`config.mk`:
```
export PLATFORM = sky130hd
export DESIGN_NAME = battery_percent_gauge_smoother
export DESIGN_NICKNAME = d
export VERILOG_FILES = /design/src/hdl/bpgs_pkg.sv /design/src/hdl/bpgs_front.sv /design/src/hdl/bpgs_queue.sv /design/src/hdl/bpgs_back.sv /design/src/hdl/battery_percent_gauge_smoother.sv
export SDC_FILE = /design/constraint.sdc
export NUM_CORES = 1
export LEC_CHECK = 0
export BUFFER_PORTS_ARGS = -buffer_cell sky130_fd_sc_hd__buf_2
export CAP_MARGIN = 0
export CORE_ASPECT_RATIO = 1.25
export CORE_MARGIN = 8
export CORE_UTILIZATION = 33
export DETAILED_ROUTE_END_ITERATION = 10
export GPL_TIMING_DRIVEN = 0
export PLACE_DENSITY = 0.47
export SKIP_CTS_REPAIR_TIMING = 1
export SLEW_MARGIN = 15
export SYNTH_ARGS = -nofsm -noshare
export SYNTH_HDL_FRONTEND = slang
export SYNTH_SLANG_ARGS = --single-unit
```
`constraint.sdc`:
```
create_clock -name clock -period 14.2 [get_ports clock]
set_input_delay 1.42 -clock clock [delete_from_list [all_inputs] [get_ports clock]]
set_output_delay 1.42 -clock clock [all_outputs]
set_load 0.1 [all_outputs]
```
`src/hdl/bpgs_pkg.sv`:
```
// ----------------------------------------------------------------------------
// bpgs_pkg: shared types, constants and profile tables
// Widths, register codes, the queue word layout and the two fixed
// voltage-to-percent profiles used by the gauge smoother.
// ----------------------------------------------------------------------------
package bpgs_pkg;

   // field widths
   localparam int MV_WIDTH    = 16;
   localparam int PCT_WIDTH   = 7;
   localparam int ALPHA_WIDTH = 16;
   localparam int WARM_WIDTH  = 4;

   // interpolation datapath: segment span fits 12 bits, quotient fits 7 bits
   localparam int DIV_WIDTH   = 12;
   localparam int PROD_WIDTH  = DIV_WIDTH + PCT_WIDTH;
   localparam int QUO_WIDTH   = 7;
   localparam int STEP_WIDTH  = $clog2(QUO_WIDTH);

   // exponential average datapath
   localparam int EMA_WIDTH   = ALPHA_WIDTH + PCT_WIDTH;
   localparam int SUM_WIDTH   = EMA_WIDTH + 1;

   // profile table
   localparam int FIXED_POINTS = 12;
   localparam int IDX_WIDTH    = 4;

   // queue between front and back
   localparam int QUEUE_DEPTH  = 2;

   // constants
   localparam logic [ALPHA_WIDTH-1:0] ALPHA_MAX    = 16'hFFFF;
   localparam logic [ALPHA_WIDTH-1:0] ALPHA_RESET  = ALPHA_WIDTH'(65535 / (5 + 1));
   localparam logic [WARM_WIDTH-1:0]  WARMUP_RESET = 4'd5;
   localparam logic [SUM_WIDTH-1:0]   EMA_ROUND    = SUM_WIDTH'(32768);
   localparam logic [PCT_WIDTH-1:0]   LOW_END      = 7'd5;
   localparam logic [PCT_WIDTH-1:0]   HIGH_END     = 7'd95;
   localparam logic [PCT_WIDTH-1:0]   PCT_FULL     = 7'd100;

   // configuration register indexes
   localparam int CSR_INDEX_WIDTH = 1;
   typedef enum logic [CSR_INDEX_WIDTH-1:0] {
      CSR_EMA_ALPHA = 1'b0,
      CSR_WARMUP    = 1'b1
   } csr_index_type;

   // configuration values seen by the back end
   typedef struct packed {
      logic [ALPHA_WIDTH-1:0] alpha;
      logic [WARM_WIDTH-1:0]  warmup;
   } cfg_type;

   // one classified reading: raw = base_pct - product / divisor
   typedef struct packed {
      logic [PCT_WIDTH-1:0]  base_pct;
      logic [PROD_WIDTH-1:0] product;
      logic [DIV_WIDTH-1:0]  divisor;
      logic                  charging;
   } qentry_type;

   // profile voltage at an index, zero past the fixed points
   function automatic logic [MV_WIDTH-1:0] prof_mv(input logic chg,
                                                  input logic [IDX_WIDTH-1:0] idx);
      logic [MV_WIDTH-1:0] mv;
      mv = '0;
      if (chg) begin
         case (idx)
            4'd0:    mv = 16'd4200;
            4'd1:    mv = 16'd4195;
            4'd2:    mv = 16'd4159;
            4'd3:    mv = 16'd4100;
            4'd4:    mv = 16'd4032;
            4'd5:    mv = 16'd3986;
            4'd6:    mv = 16'd3909;
            4'd7:    mv = 16'd3905;
            4'd8:    mv = 16'd3809;
            4'd9:    mv = 16'd3795;
            4'd10:   mv = 16'd3750;
            default: mv = 16'd0;
         endcase
      end else begin
         case (idx)
            4'd0:    mv = 16'd4140;
            4'd1:    mv = 16'd4135;
            4'd2:    mv = 16'd4091;
            4'd3:    mv = 16'd4020;
            4'd4:    mv = 16'd3938;
            4'd5:    mv = 16'd3884;
            4'd6:    mv = 16'd3791;
            4'd7:    mv = 16'd3785;
            4'd8:    mv = 16'd3671;
            4'd9:    mv = 16'd3655;
            4'd10:   mv = 16'd3600;
            default: mv = 16'd0;
         endcase
      end
      return mv;
   endfunction

   // profile percent at an index, zero past the fixed points
   function automatic logic [PCT_WIDTH-1:0] prof_pct(input logic chg,
                                                    input logic [IDX_WIDTH-1:0] idx);
      logic [PCT_WIDTH-1:0] pct;
      pct = '0;
      case (idx)
         4'd0:    pct = 7'd100;
         4'd1:    pct = 7'd99;
         4'd2:    pct = 7'd91;
         4'd3:    pct = 7'd78;
         4'd4:    pct = 7'd63;
         4'd5:    pct = 7'd53;
         4'd6:    pct = 7'd36;
         4'd7:    pct = 7'd35;
         4'd8:    pct = 7'd14;
         4'd9:    pct = 7'd11;
         4'd10:   pct = 7'd1;
         default: pct = 7'd0;
      endcase
      // both profiles share the same percent column
      if (chg) begin
         pct = pct;
      end
      return pct;
   endfunction

endpackage

```
`src/hdl/bpgs_front.sv`:
```
// ----------------------------------------------------------------------------
// bpgs_front: reading classifier
// Accepts a reading, finds its profile segment or clamp, and forms the
// interpolation product and divisor for the queue.
// ----------------------------------------------------------------------------
module bpgs_front
   import bpgs_pkg::*;
#(
   parameter int PROFILE_POINTS = 16
) (
   input  logic                req_valid,
   output logic                req_stall,
   input  logic [MV_WIDTH-1:0] req_voltage_mv,
   input  logic                req_charging,
   input  logic                q_full,
   output logic                q_push,
   output qentry_type          q_entry
);

   // last profile entry that can hold a nonzero point
   localparam int LAST = ((PROFILE_POINTS < FIXED_POINTS) ?
                          PROFILE_POINTS : FIXED_POINTS) - 1;
   localparam logic [IDX_WIDTH-1:0] LAST_IDX = IDX_WIDTH'(LAST);
   localparam logic [IDX_WIDTH-1:0] TOP_IDX  = '0;

   logic [IDX_WIDTH-1:0] sel;
   logic [MV_WIDTH-1:0]  top_mv;
   logic [MV_WIDTH-1:0]  bot_mv;
   logic [MV_WIDTH-1:0]  a_mv;
   logic [MV_WIDTH-1:0]  b_mv;
   logic [PCT_WIDTH-1:0] a_pct;
   logic [PCT_WIDTH-1:0] b_pct;
   logic [DIV_WIDTH-1:0] span_mv;
   logic [DIV_WIDTH-1:0] drop_mv;
   logic [PCT_WIDTH-1:0] span_pct;

   // stall only while the queue has no room
   assign req_stall = q_full;
   assign q_push    = req_valid && !q_full;

   // pick the first segment that brackets the voltage
   always_comb begin
      sel = '0;
      for (int i = LAST - 1; i >= 0; i--) begin
         if (req_voltage_mv <= prof_mv(req_charging, IDX_WIDTH'(i)) &&
             req_voltage_mv >  prof_mv(req_charging, IDX_WIDTH'(i + 1))) begin
            sel = IDX_WIDTH'(i);
         end
      end
   end

   assign top_mv   = prof_mv(req_charging, TOP_IDX);
   assign bot_mv   = prof_mv(req_charging, LAST_IDX);
   assign a_mv     = prof_mv(req_charging, sel);
   assign b_mv     = prof_mv(req_charging, sel + 4'd1);
   assign a_pct    = prof_pct(req_charging, sel);
   assign b_pct    = prof_pct(req_charging, sel + 4'd1);
   assign span_mv  = DIV_WIDTH'(a_mv - b_mv);
   assign drop_mv  = DIV_WIDTH'(a_mv - req_voltage_mv);
   assign span_pct = a_pct - b_pct;

   // clamp at the ends, otherwise hand on the interpolation terms
   always_comb begin
      q_entry.charging = req_charging;
      priority if (req_voltage_mv >= top_mv) begin
         q_entry.base_pct = prof_pct(req_charging, TOP_IDX);
         q_entry.product  = '0;
         q_entry.divisor  = DIV_WIDTH'(1);
      end else if (req_voltage_mv <= bot_mv) begin
         q_entry.base_pct = prof_pct(req_charging, LAST_IDX);
         q_entry.product  = '0;
         q_entry.divisor  = DIV_WIDTH'(1);
      end else begin
         q_entry.base_pct = a_pct;
         q_entry.product  = PROD_WIDTH'(drop_mv) * PROD_WIDTH'(span_pct);
         q_entry.divisor  = span_mv;
      end
   end

endmodule

```
`src/hdl/bpgs_queue.sv`:
```
// ----------------------------------------------------------------------------
// bpgs_queue: short word queue
// Holds classified readings between the front and the back end.
// ----------------------------------------------------------------------------
module bpgs_queue
   import bpgs_pkg::*;
(
   input  logic       clock,
   input  logic       reset,
   input  logic       push,
   input  qentry_type push_entry,
   output logic       full,
   output logic       not_empty,
   input  logic       pop,
   output qentry_type pop_entry
);

   localparam int PTR_WIDTH = (QUEUE_DEPTH > 1) ? $clog2(QUEUE_DEPTH) : 1;
   localparam int CNT_WIDTH = $clog2(QUEUE_DEPTH + 1);
   localparam logic [PTR_WIDTH-1:0] PTR_LAST = PTR_WIDTH'(QUEUE_DEPTH - 1);
   localparam logic [CNT_WIDTH-1:0] CNT_FULL = CNT_WIDTH'(QUEUE_DEPTH);

   qentry_type           slot_ff [QUEUE_DEPTH];
   logic [PTR_WIDTH-1:0] wr_ptr_ff, wr_ptr_in;
   logic [PTR_WIDTH-1:0] rd_ptr_ff, rd_ptr_in;
   logic [CNT_WIDTH-1:0] count_ff, count_in;

   assign full      = (count_ff == CNT_FULL);
   assign not_empty = (count_ff != '0);
   assign pop_entry = slot_ff[rd_ptr_ff];

   // advance pointers and count
   always_comb begin
      wr_ptr_in = wr_ptr_ff;
      rd_ptr_in = rd_ptr_ff;
      count_in  = count_ff;
      if (push) begin
         wr_ptr_in = (wr_ptr_ff == PTR_LAST) ? '0 : wr_ptr_ff + 1'b1;
      end
      if (pop) begin
         rd_ptr_in = (rd_ptr_ff == PTR_LAST) ? '0 : rd_ptr_ff + 1'b1;
      end
      if (push && !pop) begin
         count_in = count_ff + 1'b1;
      end else if (pop && !push) begin
         count_in = count_ff - 1'b1;
      end
   end

   always_ff @(posedge clock) begin
      if (reset) begin
         wr_ptr_ff <= '0;
         rd_ptr_ff <= '0;
         count_ff  <= '0;
      end else begin
         wr_ptr_ff <= wr_ptr_in;
         rd_ptr_ff <= rd_ptr_in;
         count_ff  <= count_in;
      end
   end

   // store the incoming word
   always_ff @(posedge clock) begin
      if (push) begin
         slot_ff[wr_ptr_ff] <= push_entry;
      end
   end

endmodule

```
`src/hdl/bpgs_back.sv`:
```
// ----------------------------------------------------------------------------
// bpgs_back: interpolation divider and smoothing filter
// Finishes the raw percentage with a serial divider, applies the charge
// direction rule, warmup loading and the exponential average.
// ----------------------------------------------------------------------------
module bpgs_back
   import bpgs_pkg::*;
(
   input  logic                 clock,
   input  logic                 reset,
   input  cfg_type              cfg,
   input  logic                 q_valid,
   input  qentry_type           q_entry,
   output logic                 q_pop,
   output logic                 rsp_valid,
   input  logic                 rsp_stall,
   output logic [PCT_WIDTH-1:0] rsp_percent
);

   typedef enum logic [1:0] {
      ST_IDLE,
      ST_DIV,
      ST_ADJ,
      ST_UPD
   } state_type;

   localparam logic [STEP_WIDTH-1:0] STEP_FIRST = STEP_WIDTH'(QUO_WIDTH - 1);

   state_type             state_ff;
   logic [PROD_WIDTH-1:0] rem_ff;
   logic [DIV_WIDTH-1:0]  div_ff;
   logic [QUO_WIDTH-1:0]  quo_ff;
   logic [STEP_WIDTH-1:0] step_ff;
   logic [PCT_WIDTH-1:0]  base_ff;
   logic                  chg_ff;
   logic [PCT_WIDTH-1:0]  raw_ff;
   logic                  end_zone_ff;
   logic [PCT_WIDTH-1:0]  nudge_ff;
   logic [EMA_WIDTH-1:0]  new_term_ff;
   logic [EMA_WIDTH-1:0]  old_term_ff;
   logic [PCT_WIDTH-1:0]  avg_ff;
   logic                  warmed_ff;
   logic [WARM_WIDTH-1:0] warm_cnt_ff;
   logic                  rsp_valid_ff;
   logic [PCT_WIDTH-1:0]  rsp_percent_ff;

   logic [PROD_WIDTH-1:0] div_shift;
   logic                  div_fits;
   logic [PCT_WIDTH-1:0]  raw_interp;
   logic [PCT_WIDTH-1:0]  raw_dir;
   logic [SUM_WIDTH-1:0]  ema_sum;
   logic [PCT_WIDTH-1:0]  ema_pct;
   logic [PCT_WIDTH-1:0]  avg_next;
   logic [WARM_WIDTH-1:0] warm_cnt_next;
   logic                  out_free;
   logic                  rsp_load;

   assign q_pop       = (state_ff == ST_IDLE) && q_valid;
   assign rsp_valid   = rsp_valid_ff;
   assign rsp_percent = rsp_percent_ff;
   assign out_free    = !rsp_valid_ff || !rsp_stall;
   assign rsp_load    = (state_ff == ST_UPD) && out_free;

   // one restoring quotient bit per cycle
   assign div_shift = PROD_WIDTH'(div_ff) << step_ff;
   assign div_fits  = (rem_ff >= div_shift);

   // raw percentage, then hold it against the charge direction
   assign raw_interp = base_ff - quo_ff;
   always_comb begin
      raw_dir = raw_interp;
      if (avg_ff != '0) begin
         if (chg_ff && raw_interp < avg_ff) begin
            raw_dir = avg_ff;
         end else if (!chg_ff && raw_interp > avg_ff) begin
            raw_dir = avg_ff;
         end
      end
   end

   // round the weighted sum back to a percentage
   assign ema_sum = SUM_WIDTH'(new_term_ff) + SUM_WIDTH'(old_term_ff) + EMA_ROUND;
   assign ema_pct = ema_sum[ALPHA_WIDTH +: PCT_WIDTH];

   assign warm_cnt_next = warm_cnt_ff + 1'b1;

   always_comb begin
      priority if (!warmed_ff) begin
         avg_next = raw_ff;
      end else if (end_zone_ff) begin
         avg_next = nudge_ff;
      end else begin
         avg_next = ema_pct;
      end
   end

   always_ff @(posedge clock) begin
      if (reset) begin
         state_ff     <= ST_IDLE;
         avg_ff       <= '0;
         warmed_ff    <= 1'b0;
         warm_cnt_ff  <= '0;
         rsp_valid_ff <= 1'b0;
      end else begin
         // load a new result word, or drop the current one once it is taken
         if (rsp_load) begin
            rsp_valid_ff <= 1'b1;
         end else if (rsp_valid_ff && !rsp_stall) begin
            rsp_valid_ff <= 1'b0;
         end
         unique case (state_ff)
            ST_IDLE: begin
               if (q_valid) begin
                  rem_ff   <= q_entry.product;
                  div_ff   <= q_entry.divisor;
                  base_ff  <= q_entry.base_pct;
                  chg_ff   <= q_entry.charging;
                  quo_ff   <= '0;
                  step_ff  <= STEP_FIRST;
                  state_ff <= ST_DIV;
               end
            end
            ST_DIV: begin
               if (div_fits) begin
                  rem_ff <= rem_ff - div_shift;
               end
               quo_ff  <= {quo_ff[QUO_WIDTH-2:0], div_fits};
               step_ff <= step_ff - 1'b1;
               if (step_ff == '0) begin
                  state_ff <= ST_ADJ;
               end
            end
            ST_ADJ: begin
               raw_ff      <= raw_dir;
               end_zone_ff <= (!chg_ff && avg_ff <= LOW_END) ||
                              (chg_ff && avg_ff >= HIGH_END);
               if (chg_ff) begin
                  nudge_ff <= (raw_dir > avg_ff) ? avg_ff + 1'b1 : avg_ff;
               end else begin
                  nudge_ff <= (raw_dir < avg_ff) ? avg_ff - 1'b1 : avg_ff;
               end
               new_term_ff <= EMA_WIDTH'(cfg.alpha) * EMA_WIDTH'(raw_dir);
               old_term_ff <= EMA_WIDTH'(ALPHA_MAX - cfg.alpha) * EMA_WIDTH'(avg_ff);
               state_ff    <= ST_UPD;
            end
            ST_UPD: begin
               // wait for the output register to free up
               if (out_free) begin
                  avg_ff         <= avg_next;
                  rsp_percent_ff <= avg_next;
                  if (!warmed_ff) begin
                     warm_cnt_ff <= warm_cnt_next;
                     warmed_ff   <= (warm_cnt_next >= cfg.warmup);
                  end
                  state_ff <= ST_IDLE;
               end
            end
         endcase
      end
   end

endmodule

```
`src/hdl/battery_percent_gauge_smoother.sv`:
```
// Battery gauge smoother: each voltage reading (mV plus charging flag) yields
// one charge percentage, 0 to 100. A reading is taken whenever the two-word
// queue behind the classifier has room, so short bursts are absorbed without
// stalling. The back end handles one reading at a time, in order: it takes
// the word from the queue, runs the serial divider that forms the
// interpolation quotient one bit per cycle, applies the direction rule and
// forms the average products, then updates the average and loads the output
// register once that register is free. It takes the next word from the queue
// only after that update. Configuration writes are always taken.
// ----------------------------------------------------------------------------
// battery_percent_gauge_smoother: top level
// Classifier front end, word queue and smoothing back end, plus the
// configuration registers for the filter weight and warmup length.
// ----------------------------------------------------------------------------
module battery_percent_gauge_smoother
   import bpgs_pkg::*;
#(
   parameter int PROFILE_POINTS = 16
) (
   input  logic                       clock,
   input  logic                       reset,
   input  logic                       req_valid,
   output logic                       req_stall,
   input  logic [MV_WIDTH-1:0]        req_voltage_mv,
   input  logic                       req_charging,
   output logic                       rsp_valid,
   input  logic                       rsp_stall,
   output logic [PCT_WIDTH-1:0]       rsp_percent,
   input  logic                       csr_valid,
   output logic                       csr_ready,
   input  logic [CSR_INDEX_WIDTH-1:0] csr_index,
   input  logic [ALPHA_WIDTH-1:0]     csr_data
);

   logic [ALPHA_WIDTH-1:0] alpha_ff;
   logic [WARM_WIDTH-1:0]  warmup_ff;
   cfg_type                cfg;
   logic                   q_push;
   logic                   q_full;
   logic                   q_valid;
   logic                   q_pop;
   qentry_type             q_in_entry;
   qentry_type             q_out_entry;

   // configuration registers take every write
   assign csr_ready = 1'b1;

   always_ff @(posedge clock) begin
      if (reset) begin
         alpha_ff  <= ALPHA_RESET;
         warmup_ff <= WARMUP_RESET;
      end else if (csr_valid) begin
         unique case (csr_index)
            CSR_EMA_ALPHA: alpha_ff  <= csr_data;
            CSR_WARMUP:    warmup_ff <= csr_data[WARM_WIDTH-1:0];
         endcase
      end
   end

   assign cfg.alpha  = alpha_ff;
   assign cfg.warmup = warmup_ff;

   bpgs_front #(
      .PROFILE_POINTS (PROFILE_POINTS)
   ) u_front (
      .req_valid      (req_valid),
      .req_stall      (req_stall),
      .req_voltage_mv (req_voltage_mv),
      .req_charging   (req_charging),
      .q_full         (q_full),
      .q_push         (q_push),
      .q_entry        (q_in_entry)
   );

   bpgs_queue u_queue (
      .clock      (clock),
      .reset      (reset),
      .push       (q_push),
      .push_entry (q_in_entry),
      .full       (q_full),
      .not_empty  (q_valid),
      .pop        (q_pop),
      .pop_entry  (q_out_entry)
   );

   bpgs_back u_back (
      .clock       (clock),
      .reset       (reset),
      .cfg         (cfg),
      .q_valid     (q_valid),
      .q_entry     (q_out_entry),
      .q_pop       (q_pop),
      .rsp_valid   (rsp_valid),
      .rsp_stall   (rsp_stall),
      .rsp_percent (rsp_percent)
   );

   // back end never takes a word from an empty queue
   a_pop_needs_word : assert property (@(posedge clock) disable iff (reset)
      q_pop |-> q_valid)
      else $error("back end popped an empty queue");

   // a result never leaves the percentage scale
   a_percent_range : assert property (@(posedge clock) disable iff (reset)
      rsp_valid |-> (rsp_percent <= PCT_FULL))
      else $error("result percentage above full scale");

   // the front never pushes into a full queue
   a_no_overflow : assert property (@(posedge clock) disable iff (reset)
      q_full |-> !q_push)
      else $error("push into a full queue");

endmodule

```
* After elaboration in Yosys (flattened, before gate mapping)
Memory sizes are Yosys's and may differ from the RTL's. A register that Yosys moved wholly into a read port is not among the register bits.
Index checks and enable logic that the tools add are counted.
** Cells by class
- Shift operators :: 1
- Multiplexer cells :: 56
- Magnitude comparators :: 32
- Reduce and logical (&&, ||, !) cells :: 46
- Equality and inequality tests :: 8
- Bitwise logic cells :: 3
- $mul :: 3
- Add/sub/neg operators :: 17
** Operators by type and width (count)
- $gt A16 B12 Y1 :: 7
- $le A16 B12 Y1 :: 7
- $mux W7 :: 11
- $mux W38 :: 2
- $le A16 B13 Y1 :: 4
- $gt A16 B13 Y1 :: 3
- $mux W4 :: 11
- $mux W8 :: 5
- $mux W19 :: 2
- $pmux W19 S2 :: 1
- $mux W13 :: 2
- $mux W12 :: 2
- $sub A12 B12 Y12 :: 2
- $add A23 B16 Y23 const B :: 1
- $add A23 B23 Y23 :: 1
- $mul A16 B7 Y23 :: 1
- $mul A23 B7 Y23 :: 1
- $logic_and A1 B1 Y1 :: 21
- $ge A19 B19 Y1 :: 1
- $mul A12 B7 Y19 :: 1
- $shl A12 B3 Y19 :: 1
- $sub A19 B19 Y19 :: 1
- $mux W9 :: 2
- $sub A16 B16 Y17 const A :: 1
- 35 further kinds :: 75
** Storage, ports and cells
- Logic and storage cells :: 195
- RAM bits :: 78
- Bits in read-only memories :: 1056
- Register bits :: 156
- Memories :: 7
** Memory list
- (no name shown) :: depth 16, bits a word 13, read ports 1, clocked after Yosys merged registers in 0, wr ports 0, line bpgs_pkg.sv:67 : case (idx)
- (no name shown) :: depth 16, bits a word 13, read ports 1, clocked after Yosys merged registers in 0, wr ports 0, line bpgs_pkg.sv:82 : case (idx)
- (no name shown) :: depth 16, bits a word 13, read ports 1, clocked after Yosys merged registers in 0, wr ports 0, line bpgs_pkg.sv:67
- (no name shown) :: depth 16, bits a word 13, read ports 1, clocked after Yosys merged registers in 0, wr ports 0, line bpgs_pkg.sv:82
- (no name shown) :: depth 16, bits a word 7, read ports 1, clocked after Yosys merged registers in 0, wr ports 0, line bpgs_pkg.sv:105 : case (idx)
- (no name shown) :: depth 16, bits a word 7, read ports 1, clocked after Yosys merged registers in 0, wr ports 0, line bpgs_pkg.sv:105
- +1 memories

* Depth between registers and ports, before layout
An unclocked memory read counts as a cell.
- Word-level depth :: 20
- Mapped depth :: 48
- Mapped depth without buffers :: 44

* Hierarchy
Synthesis repeated with hierarchy kept, for this count alone.
** Unflattened totals
- Cells, all modules :: 2829
- Area, all modules :: 26003.7 um2
** Modules (own cells, without submodules)
- bpgs_back :: area an instance 16120.5 um2, instances 1, cells each 1790
- bpgs_front :: area an instance 6000.8 um2, instances 1, cells each 807
- bpgs_queue :: area an instance 3020.4 um2, instances 1, cells each 143
- battery_percent_gauge_smoother :: area an instance 862.1 um2, instances 1, cells each 89

* Worst setup path after synthesis
Ideal clock, no wire load.
- Path type :: input port to flip-flop
- Start :: input req_charging
- End :: memory u_queue.slot_ff[0][29] (netlist name) (data pin)
- Library setup time :: 0.270 ns
- Stages on the path :: 46
- Data required time :: 13.930 ns
- Arrival time :: 10.979 ns
- Path slack :: 2.951 ns
- Cell sequence :: inv_1 > clkbuf_1 > ha_1 > buf_2 > and4bb_1 > o21ai_1 > a311o_2 > mux2_4 > and2_4 > o31a_1 > inv_2 > ha_1 > nand2_1 > a21oi_4 > xor2_2 > buf_6 > buf_6 > a311oi_1 > [10 not listed] > fa_1 > fa_1 > inv_1 > fa_1 > inv_1 > fa_1 > inv_1 > ha_1 > inv_1 > a21oi_1 > o21ai_0 > nand2b_1 > a21oi_1 > o2111a_1 > or2_2 > o21ai_0 > xnor2_1 > nor2_1
** RTL lines
- start, declared :: line battery_percent_gauge_smoother.sv:25 : input logic req_charging,
- end, declared :: line bpgs_queue.sv:23 : qentry_type slot_ff [QUEUE_DEPTH];

==> out/qor.csv <==
stage,metric,value,unit
synth,ys_ff_latch,235,
synth,yosysWarnings,0,
place,postPlaceCellArea,0.0258,mm²
global_route,grt_util_all_layers,0.163,
synth,synth_ff_type,edfxtp_1,
setup_path,crit_path_start_kind,primary input,
job,maxCapViolations,0,
floorplan,initial_core_util,0.332,
synth,yosys.area.top_type,edfxtp_1,
routing,vias,18200,
global_route,grt_pass1_wl,107000,µm
synth,syn_inst,2525,
layout,final_area,0.0266,mm²
layout,stdcell_count,3584,
synth,syn-cell-area,0.0242,mm²
global_route,grt_pass1_vias,19600,
floorplan,rows,111,
clocking,cts-root-buf,clkbuf_16,
place,dpl.cell_count,3538,
routing,wire_per_inst,19.1,µm
floorplan,io_pins,49,
place,gp_congestion,0.910,
sta,hold_viol_final,0,
setup_path,critical_path.endpoint_type,register,
clocking,clk_latency,0.57,ns
synth,syn_avg_cell_area,9.57,µm²
clocking,cts_buffers,25,
clocking,ctsHtreeMaxLevel,1,
global_route,antenna_found_initial,2,
clocking,clkTransAtPathRegs,0.06,ns
synth,synth_commonest_cells,"inv_1, ha_1, nand2_1",
routing,wl,68300,µm
clocking,cts_tree,built,
synth,synth_cell_types,103,
sta,tightest_slew,1.13,ns
synth,yosysTopAreaCellShare,0.242,
synth,synth-edff-count,195,
floorplan,dieWidth,258,µm
sta,fin_worst_skew,0.0289,ns
sta,max_freq,75.9,MHz
clocking,clock_path_buffers,3,
setup_path,cp_max_fo,18,
floorplan,core_area,0.0729,mm²
clocking,clkSinkCount,235,
routing,firstDrtPassIters,5,
floorplan,die_area,0.0822,mm²
sta,timing.slew.headroom,0.248,
sta,timing.final.crit_share,0.928,
place,hpwl,55700,µm
layout,area_delta_synth_final,9.88,%
synth,syn-num-nets,3035,
setup_path,arrival,13.47,ns
routing,ant_nets,0,
setup_path,critPathKind,primary input to register,
sta,min_period,13.18,ns
place,io_buffers,46,
layout,antenna_cells,0,
layout,layout.nets,3115,
setup_path,worstPathRequired,14.49,ns
global_route,grt.overflow.total,0,
run_status,status,completed,
routing,vias_per_cell,5.08,
sta,drv_slew,0,
synth,synth_seq_area_share,0.275,
setup_path,worst_path_max_delay_cell,a2111oi_1,
layout,fin_util,0.364,
synth,synth.most_common_cell,inv_1,
synth,synthArstFlopShare,0,
sta,finalSetupTns,0,ns
floorplan,die_h,319,µm
synth,synthTopCellsByArea,"edfxtp_1, fa_1, ha_1",
sta,setup_viol,0,
global_route,grt_max_degree,31,
routing,drtIter0Drc,713,
sta,rsz0062_at_grt,no,
worst_hold_path,hold_class,register to register,
layout,drive_gt1_frac,0.0800,
setup_path,slowest_delay,0.67,ns
routing,route.detailed.drc,0,
setup_path,cpMostUsedCell,inv_1,
## metrics by stage
stage | setup slack, ns | hold slack, ns
finish | 1.02 | 0.461
global route | 0.162 | 0.485
CTS | 0.767 | 0.462
detailed placement | 0.185 | 0.453
floorplan | 2.95 | 0.436
global placement | 0.105 | 0.453
## layer usage
| metal | wire, µm | share of wire | GRT usage |
|---|---|---|---|
| met1 | 25700 | 0.38 | 0.170 |
| met2 | 37900 | 0.56 | 0.328 |
| met3 | 1850 | 0.027 | 0.0123 |
| met4 | 2790 | 0.041 | 0.0643 |
| met5 | 0 | 0 | 0 |
## sequential cells by signal (all words and copies together), names as in the netlist, 7 cells and up, named ones only
signal / flops
u_back.new_term_ff: 23
u_queue.slot_ff: 78
u_back.div_ff: 12
u_back.raw_ff: 7
u_back.old_term_ff: 23
u_back.base_ff: 7
u_back.nudge_ff: 7
u_back.avg_ff: 7
alpha_ff: 16
u_back.quo_ff: 7
u_back.rem_ff: 19
u_back.rsp_percent: 7
## final timing paths
check              startpoint                     end  slack (ns)  cells after the start
max              req_charging  u_queue.slot_ff[0][29]        1.02                     48
min reg2reg      warmup_ff[1]            warmup_ff[1]        0.46                      2
max reg2reg  u_back.avg_ff[2]  u_back.new_term_ff[22]        4.42                     29
min              warmup_ff[1]            warmup_ff[1]        0.46                      2
## worst max-delay path: cells and delay by family
kind / cells / cell delay [ns]
xor+xnor: 4 / 0.64
simple gates: 6 / 1.31
mux: 1 / 0.40
compound gates: 15 / 3.63
buf+inv: 13 / 2.29
fa+ha+maj: 9 / 3.74
## kinds of logic (layout without fill, tap and decap cells)
logic type | count (synthesis) | in the layout | share of synthesized area
compound gates | 430 | 430 | 0.115
xor+xnor | 110 | 110 | 0.0422
fa+ha+maj | 471 | 471 | 0.303
buf+inv | 394 | 493 | 0.0636
flops | 235 | 235 | 0.275
mux | 75 | 75 | 0.0340
other cells | 1 | 1 | 0.000155
simple gates | 809 | 809 | 0.166
## placed cells by master, fill, tap and decap left out, types with 16 or more instances in the layout
master     count
nand2_1      216
and2_1        48
a21oi_1      131
or2_2         31
mux2i_1       41
dfxtp_1       40
clkbuf_16     25
nor2b_1       30
a21o_1        38
xor2_1        36
and3_1        16
o21ai_0       94
ha_1         279
buf_2         54
nand3_1       56
edfxtp_1     195
nand2b_1     105
nor3_1        34
inv_1        288
nor2_1       195
xnor2_1       68
nand4_1       17
mux2_2        30
fa_1         192
a211oi_1      19
clkbuf_1      80
## layout make-up
type	count	area, µm²
Clock buffer	28	637
Clock inverter	18	170
Buffer	99	427
Tap cell	960	1200
Sequential cell	235	6660
Multi-Input combinational cell	1896	16000
Inverter	295	1110
Timing Repair Buffer	53	352
Fill cell	7380	46400
Power is not shown: default switching activity piles up to over one toggle a cycle in this logic, so the estimate is an artifact.
